### config.mk
export PLATFORM = sky130hd
export DESIGN_NAME = y2p_serializer
export DESIGN_NICKNAME = d
export VERILOG_FILES = /design/src/hw/rtl/y2p_pkg.sv /design/src/hw/rtl/y2p_serializer.sv
export SDC_FILE = /design/constraint.sdc
export NUM_CORES = 1
export LEC_CHECK = 0
export BUFFER_PORTS_ARGS = -buffer_cell sky130_fd_sc_hd__buf_4
export CAP_MARGIN = 20
export CORE_MARGIN = 2
export CORE_UTILIZATION = 31
export CTS_CLUSTER_SIZE = 8
export DETAILED_ROUTE_END_ITERATION = 8
export PLACE_DENSITY_LB_ADDON = 0.05
export SKIP_CTS_REPAIR_TIMING = 1
export SYNTH_ARGS = -nofsm -noshare
export SYNTH_HDL_FRONTEND = slang
export SYNTH_SLANG_ARGS = --single-unit
### constraint.sdc
create_clock -name clk -period 6.05 [get_ports clk]
set_input_delay 0.9075 -clock clk [delete_from_list [all_inputs] [get_ports clk]]
set_output_delay 0.9075 -clock clk [all_outputs]
set_load 0.03 [all_outputs]
### src/hw/rtl/y2p_pkg.sv
`default_nettype none
// ----------------------------------------------------------------------------
// y2p_pkg
// Types and constants shared by the YUYV to planar 4:2:0 converter.
// ----------------------------------------------------------------------------
package y2p_pkg;

	localparam int CFG_W    = 12;
	localparam int SAMPLE_W = 8;
	localparam int ADDR_W   = 22;
	localparam int PLANE_W  = 2;

	typedef logic [0:0] cfg_idx_t;

	localparam cfg_idx_t CFG_FRAME_WIDTH  = 1'b0;
	localparam cfg_idx_t CFG_FRAME_HEIGHT = 1'b1;

	localparam logic [CFG_W-1:0] WIDTH_RESET  = 12'd640;
	localparam logic [CFG_W-1:0] HEIGHT_RESET = 12'd480;

	localparam logic [PLANE_W-1:0] PLANE_Y = 2'd0;
	localparam logic [PLANE_W-1:0] PLANE_U = 2'd1;
	localparam logic [PLANE_W-1:0] PLANE_V = 2'd2;

	typedef enum logic [1:0] {
		BEAT_Y0,
		BEAT_Y1,
		BEAT_U,
		BEAT_V
	} beat_t;

	typedef struct packed {
		logic [SAMPLE_W-1:0] luma_first;
		logic [SAMPLE_W-1:0] chroma_blue;
		logic [SAMPLE_W-1:0] luma_second;
		logic [SAMPLE_W-1:0] chroma_red;
	} pix_t;

	typedef struct packed {
		logic [PLANE_W-1:0]  plane;
		logic [ADDR_W-1:0]   sample_address;
		logic [SAMPLE_W-1:0] sample_value;
		logic                last_of_run;
	} smp_t;

	// One finished pixel pair, ready to be sent as two or four samples.
	typedef struct packed {
		logic                odd_row;
		logic [ADDR_W-1:0]   luma_addr;
		logic [ADDR_W-1:0]   chroma_addr;
		logic [SAMPLE_W-1:0] luma_first;
		logic [SAMPLE_W-1:0] luma_second;
		logic [SAMPLE_W-1:0] u_avg;
		logic [SAMPLE_W-1:0] v_avg;
	} ser_load_t;

endpackage
`default_nettype wire

### src/hw/rtl/y2p_serializer.sv
`default_nettype none
// ----------------------------------------------------------------------------
// y2p_serializer
// Output register that sends one pixel pair as two or four samples.
// ----------------------------------------------------------------------------
module y2p_serializer (
	input  wire logic               clk,
	input  wire logic               arst_n,
	input  wire logic               load_valid,
	output logic                    load_ready,
	input  wire y2p_pkg::ser_load_t load,
	output logic                    out_valid,
	input  wire logic               out_ready,
	output y2p_pkg::smp_t           out_data
);
	import y2p_pkg::*;

	logic      valid_q;
	beat_t     beat_q, beat_nxt;
	ser_load_t item_q;
	logic      last_beat;
	logic      xfer;

	assign last_beat  = item_q.odd_row ? (beat_q == BEAT_V) : (beat_q == BEAT_Y1);
	assign xfer       = valid_q && out_ready;
	assign load_ready = !valid_q || (out_ready && last_beat);
	assign out_valid  = valid_q;

	always_comb begin
		case (beat_q)
			BEAT_Y0: beat_nxt = BEAT_Y1;
			BEAT_Y1: beat_nxt = BEAT_U;
			BEAT_U:  beat_nxt = BEAT_V;
			default: beat_nxt = BEAT_Y0;
		endcase
	end

	always_ff @(posedge clk or negedge arst_n) begin
		if (!arst_n) begin
			valid_q <= 1'b0;
			beat_q  <= BEAT_Y0;
		end else if (load_ready) begin
			valid_q <= load_valid;
			beat_q  <= BEAT_Y0;
		end else if (xfer) begin
			beat_q <= beat_nxt;
		end
	end

	always_ff @(posedge clk) begin
		if (load_ready && load_valid) begin
			item_q <= load;
		end
	end

	always_comb begin
		case (beat_q)
			BEAT_Y0: begin
				out_data.plane          = PLANE_Y;
				out_data.sample_address = item_q.luma_addr;
				out_data.sample_value   = item_q.luma_first;
				out_data.last_of_run    = 1'b0;
			end
			BEAT_Y1: begin
				out_data.plane          = PLANE_Y;
				out_data.sample_address = {item_q.luma_addr[ADDR_W-1:1], 1'b1};
				out_data.sample_value   = item_q.luma_second;
				out_data.last_of_run    = !item_q.odd_row;
			end
			BEAT_U: begin
				out_data.plane          = PLANE_U;
				out_data.sample_address = item_q.chroma_addr;
				out_data.sample_value   = item_q.u_avg;
				out_data.last_of_run    = 1'b0;
			end
			default: begin
				out_data.plane          = PLANE_V;
				out_data.sample_address = item_q.chroma_addr;
				out_data.sample_value   = item_q.v_avg;
				out_data.last_of_run    = 1'b1;
			end
		endcase
	end

endmodule
`default_nettype wire

==> results.toml, run 1 <==
[route]
wire_per_inst_um = 15.8
num_vias = 1851
drc_errors = 0
drtIter0Drc = 103
drtAntennaViolNets = 0
drtPass1Iterations = 5
totalWireLength_mm = 6.61
routed_via_density = 4.42

[worst_setup_path]
cp-end-kind = "output pin"
required_ps = 5140
reg2reg_from = "beat_q[1]"
cp_max_fo = 21
reg2reg_depth = 6
rr_endpoint = "item_q[18]"
crit_type = "reg -> out"
cp-start-kind = "flop"
r2r_slack_ps = 3320
crit_arrival_ps = 2410

[sta]
rsz0062_at_grt = "no"
fin_tns_setup_ps = 0
fmax_ghz = 0.302
worst_slew_pin_slew_ps = 759
post-route-period-util_pct = 54.8
maxSlewViolCount = 0
finalHoldViolCount = 0
finalSetupViolations = 0
layout_min_cycle_time_ps = 3320
slew-limit-headroom_pct = 49.4
finClkSkew_ps = 7.35

[finish]
instances_no_fill = 419
diodes = 0
final_common_cell = "buf_4"
area_growth_pct = 40.1
num-nets-final = 370
drive_gt1_share_pct = 46.9
seq_area_um2 = 2390
most-common-layout-cells = "buf_4, edfxtp_1, a22o_1, inv_1"
fillers = 897
final_area_um2 = 4270
multi_input_area_um2 = 568

[power]
max-vdd-ir-drop_mv = 0.219
p_total_w = 0.00207
p_leak_nw = 1.72
p_per_area_nw_per_um2 = 485

[die]
die_h_um = 103
die_x_um = 103
ios = 116
die-area_um2 = 10600
fp-row-count = 36
start_util_pct = 31.6
coreArea_um2 = 9640

[cts]
clockBufferDepth = 2
clk_pin_slew_ps = 70
root_buffer = "clkbuf_8"
cts_tree = "done"
cts_buffers = 9
cts_sinks = 80
clk_latency_ps = 350
htreeDepth = 3

[logic_synthesis]
synthCells = 162
synth-adder-area-share_pct = 2.87
synth_top_family_by_area = "compound AO/OA/AOI/OAI gates"
netlist_area_um2 = 3050
synthMuxAreaShare_pct = 3.33
synth_nets = 250
ys_warn_count = 0
synth_cell_types = 26
synth-compound-area-share_pct = 11.0
ys_seq_elements = 80
synthXorXnorAreaFrac_pct = 0
syn_avg_cell_area_um2 = 18.8
ys_seq_area_share_pct = 78.3
synthSimpleGateAreaFrac_pct = 0.985

[global_route]
antenna_found_initial = 0
grt.overflow.total = 0
grt_pass1_vias = 1955
grtUsageTotal_pct = 12.7
grt_max_degree = 46
grt_pass1_wl_mm = 9.69

[placed_design]
dp.cells = 403
portBuffers = 115
post_dp_cell_area_um2 = 4040
dpl.hpwl_mm = 4.40
gp_congestion = 0.722

[job]
drv_cap = 0

[hold_path]
hold_class = "in -> async"

[run_status]
status = "finished clean"
==> registers in the layout (all words and copies together), names as in the netlist <==
register,count
beat_q,2
item_q,77
out_valid,1
==> synth_stat cells <==
| cell type | instances | area, um2 |
|---|---|---|
| nand2_1 | 1 | 3.75 |
| a31oi_1 | 1 | 6.26 |
| a22o_1 | 21 | 184 |
| o21ai_1 | 1 | 5.00 |
| a222oi_1 | 8 | 80.1 |
| o21ai_0 | 1 | 5.00 |
| clkbuf_1 | 1 | 3.75 |
| and3_1 | 1 | 6.26 |
| mux2i_1 | 9 | 90.1 |
| o2bb2ai_1 | 1 | 8.76 |
| buf_6 | 3 | 33.8 |
| o22ai_1 | 1 | 6.26 |
| a32o_1 | 1 | 10.0 |
| mux2_1 | 1 | 11.3 |
| buf_2 | 4 | 20.0 |
| a21oi_1 | 1 | 5.00 |
| dfrtp_1 | 3 | 75.1 |
| inv_1 | 13 | 48.8 |
| o21ba_2 | 1 | 10.0 |
| a21o_1 | 1 | 7.51 |
| nor2_1 | 1 | 3.75 |
| o211ai_1 | 1 | 7.51 |
| ha_1 | 7 | 87.6 |
| edfxtp_1 | 77 | 2310 |
| nand3b_1 | 1 | 7.51 |
| or2_4 | 1 | 8.76 |
==> how the worst max path moves through the flow <==
stage | cells after the start | slack (ps) | from | to
after floorplan | 5 | 740 | beat_q[1] | item_q[0]
after global placement | 5 | 2810 | beat_q[1] | item_q[3]
after detailed placement | 5 | 2780 | beat_q[1] | item_q[3]
after CTS | 4 | 2650 | beat_q[0] | out_data[10]
after global routing | 4 | 2580 | beat_q[0] | out_data[27]
final | 4 | 2730 | beat_q[0] | out_data[10]
==> per-stage QoR <==
stage / hold slack [ps] / util (%) / setup WS (ps)
2_1_floorplan: 586 / - / 742
3_3_place_gp: 656 / 41.9 / 2810
3_5_place_dp: 634 / 41.9 / 2780
4_1_cts: 320 / 44.1 / 2650
5_1_grt: 322 / 44.3 / 2580
6_report: 340 / 44.3 / 2730
==> logic make-up after synthesis <==
family                     Yosys count
DFF                                 80
and+or+nand+nor                      5
buffers and inverters               21
muxes                               10
adders and majority gates            7
AOI/OAI and AO/OA                   39
==> where the power goes <==
part / switching, W / total, W / internal (W)
clock network: 0.000188 / 0.000419 / 0.000231
registers: 0.0000275 / 0.000723 / 0.000695
logic: 0.000582 / 0.000931 / 0.000350
==> layout make-up <==
type,count,share of cell area [%]
Clock inverter,5,1.90
Sequential cell,80,55.9
Multi-Input combinational cell,61,13.3
Clock buffer,10,2.99
Timing Repair Buffer,117,20.9
Inverter,13,1.14
Tap cell,133,3.90
==> critical path: stages, from the launching register on <==
cell and delay (ps):
dfrtp_1 450, ha_1 490, o21ba_2 710, a22o_1 240, buf_4 170
==> layer usage <==
layer	vias to the layer above	global-route usage [%]	wire length (um)
met5	-	0	0
met4	0	5.77	111
met3	11	5.42	566
met2	71	20.6	3270
met1	877	14.6	2660
li1	892	-	-
(Power assumes the default switching activity.)
==> run 2: changes to the inputs <==
==> constraint.sdc (replaced) <==
create_clock -name clk -period 3.4 [get_ports clk]
set_input_delay 0.51 -clock clk [delete_from_list [all_inputs] [get_ports clk]]
set_output_delay 0.51 -clock clk [all_outputs]
set_load 0.03 [all_outputs]
==> results.toml, run 2 (synthesis results as in run 1) <==
[power]
p_leak_nw = 1.74
max-vdd-ir-drop_mv = 0.376
p_per_area_nw_per_um2 = 873

[finish]
drive_gt1_share_pct = 46.9
final_common_cell = "buf_4"
largest_register_ffs = 77
area_growth_pct = 41.1
num-nets-final = 372
diodes = 0
top_register = "item_q"
fillers = 891
most-common-layout-cells = "buf_4, edfxtp_1, a22o_1, inv_1"
utilization_pct = 44.6

[route]
drtAntennaViolNets = 0
num_vias = 1863
totalWireLength_mm = 6.61
routed_via_density = 4.43
drc_errors = 0
drtPass1Iterations = 5
drtIter0Drc = 55
wire_per_inst_um = 15.7

[worst_setup_path]
crit_arrival_ps = 2370
crit_type = "reg -> out"
required_ps = 2890
cp_max_fo = 21
cp-end-kind = "output pin"
cp-start-kind = "flop"

[placed_design]
dpl.hpwl_mm = 4.46
portBuffers = 115
gp_congestion = 0.677

[run_status]
status = "finished clean"

[die]
die-area_um2 = 10600
start_util_pct = 31.6
ios = 116
fp-row-count = 36
die_x_um = 103
die_h_um = 103
coreArea_um2 = 9640

[hold_path]
hold_class = "in -> reg"

[sta]
maxSlewViolCount = 0
slew-limit-headroom_pct = 53.0
fin_tns_setup_ps = 0
layout_min_cycle_time_ps = 2880
post-route-period-util_pct = 84.8
rsz0062_at_grt = "no"
worst_slew_pin_slew_ps = 705
finClkSkew_ps = 6.22
fmax_ghz = 0.347
finalHoldViolCount = 0
finalSetupViolations = 0

[cts]
clk_latency_ps = 340
clockBufferDepth = 2
cts_sinks = 80
htreeDepth = 3
cts_buffers = 9
clk_pin_slew_ps = 80
cts_tree = "done"
root_buffer = "clkbuf_8"

[global_route]
grt_max_degree = 46
grt_pass1_vias = 1967
antenna_found_initial = 0
grtUsageTotal_pct = 12.6
grt.overflow.total = 0
grt_pass1_wl_mm = 9.74

[job]
drv_cap = 0
run 2: cell types whose count changed in the layout (fill, tap and decap cells not counted):
| cell | change |
|---|---|
| clkinv_2 | -1 |
| inv_6 | -1 |
| clkinv_4 | +1 |
| buf_12 | -1 |
| dlygate4sd3_1 | +1 |
| buf_4 | +2 |
| bufinv_16 | +1 |
run 2: metal layers:
layer | global-route usage, % | vias up | share of wire [%]
met1 | 14.3 | 871 | 40
li1 | - | 895 | -
met2 | 20.7 | 85 | 48
met3 | 5.08 | 12 | 9.7
met4 | 6.07 | 0 | 2.1
met5 | 0 | - | 0
run 2: area by class of cell:
type                    instances  area [um2]  area share, %
inverters                      13        48.8           1.13
clock buffers                  10         128           2.97
flip-flops and latches         80        2390           55.5
clock inverters                 5         106           2.47
multi-input cells              61         568           13.2
well taps                     133         166           3.87
repair buffers                119         896           20.8
run 2: path summary, 6_finish.rpt:
check | end | slack [ps] | depth (start not counted) | from
max | out_data[25] | 520 | 4 | beat_q[0]
min | item_q[12] | 330 | 1 | load[12]
max reg2reg | item_q[48] | 1010 | 5 | beat_q[1]
min reg2reg | beat_q[1] | 660 | 1 | beat_q[1]
max in group asynchronous | beat_q[0] | 2810 | 2 | arst_n
min in group asynchronous | out_valid | 490 | 2 | arst_n
run 2: worst max-delay path, stage by stage, from the launching register on:
cell and delay [ps]:
dfrtp_1 450, ha_1 480, o21ba_2 700, a22o_1 230, buf_4 160
run 2: where the power goes:
group | leakage [nW] | switching [W] | internal (W) | total [W]
registers | 0.736 | 0.0000505 | 0.00124 | 0.00129
logic | 0.886 | 0.00103 | 0.000622 | 0.00165
clock network | 0.113 | 0.000333 | 0.000485 | 0.000818
total | 1.74 | 0.00141 | 0.00235 | 0.00375
run 2: stage by stage:
step | setup WS (ps) | std cells | total power [W] | area [um2] | hold slack, ps
6_report | 516 | 421 | 0.00375 | 4300 | 334
5_1_grt | 307 | 421 | 0.00396 | 4300 | 311
4_1_cts | 419 | 420 | 0.00382 | 4290 | -85.4
3_5_place_dp | 794 | 405 | 0.00299 | 4060 | 303
3_3_place_gp | 815 | 405 | 0.00299 | 4060 | 306
2_1_floorplan | 654 | 162 | 0.00239 | 3060 | 214
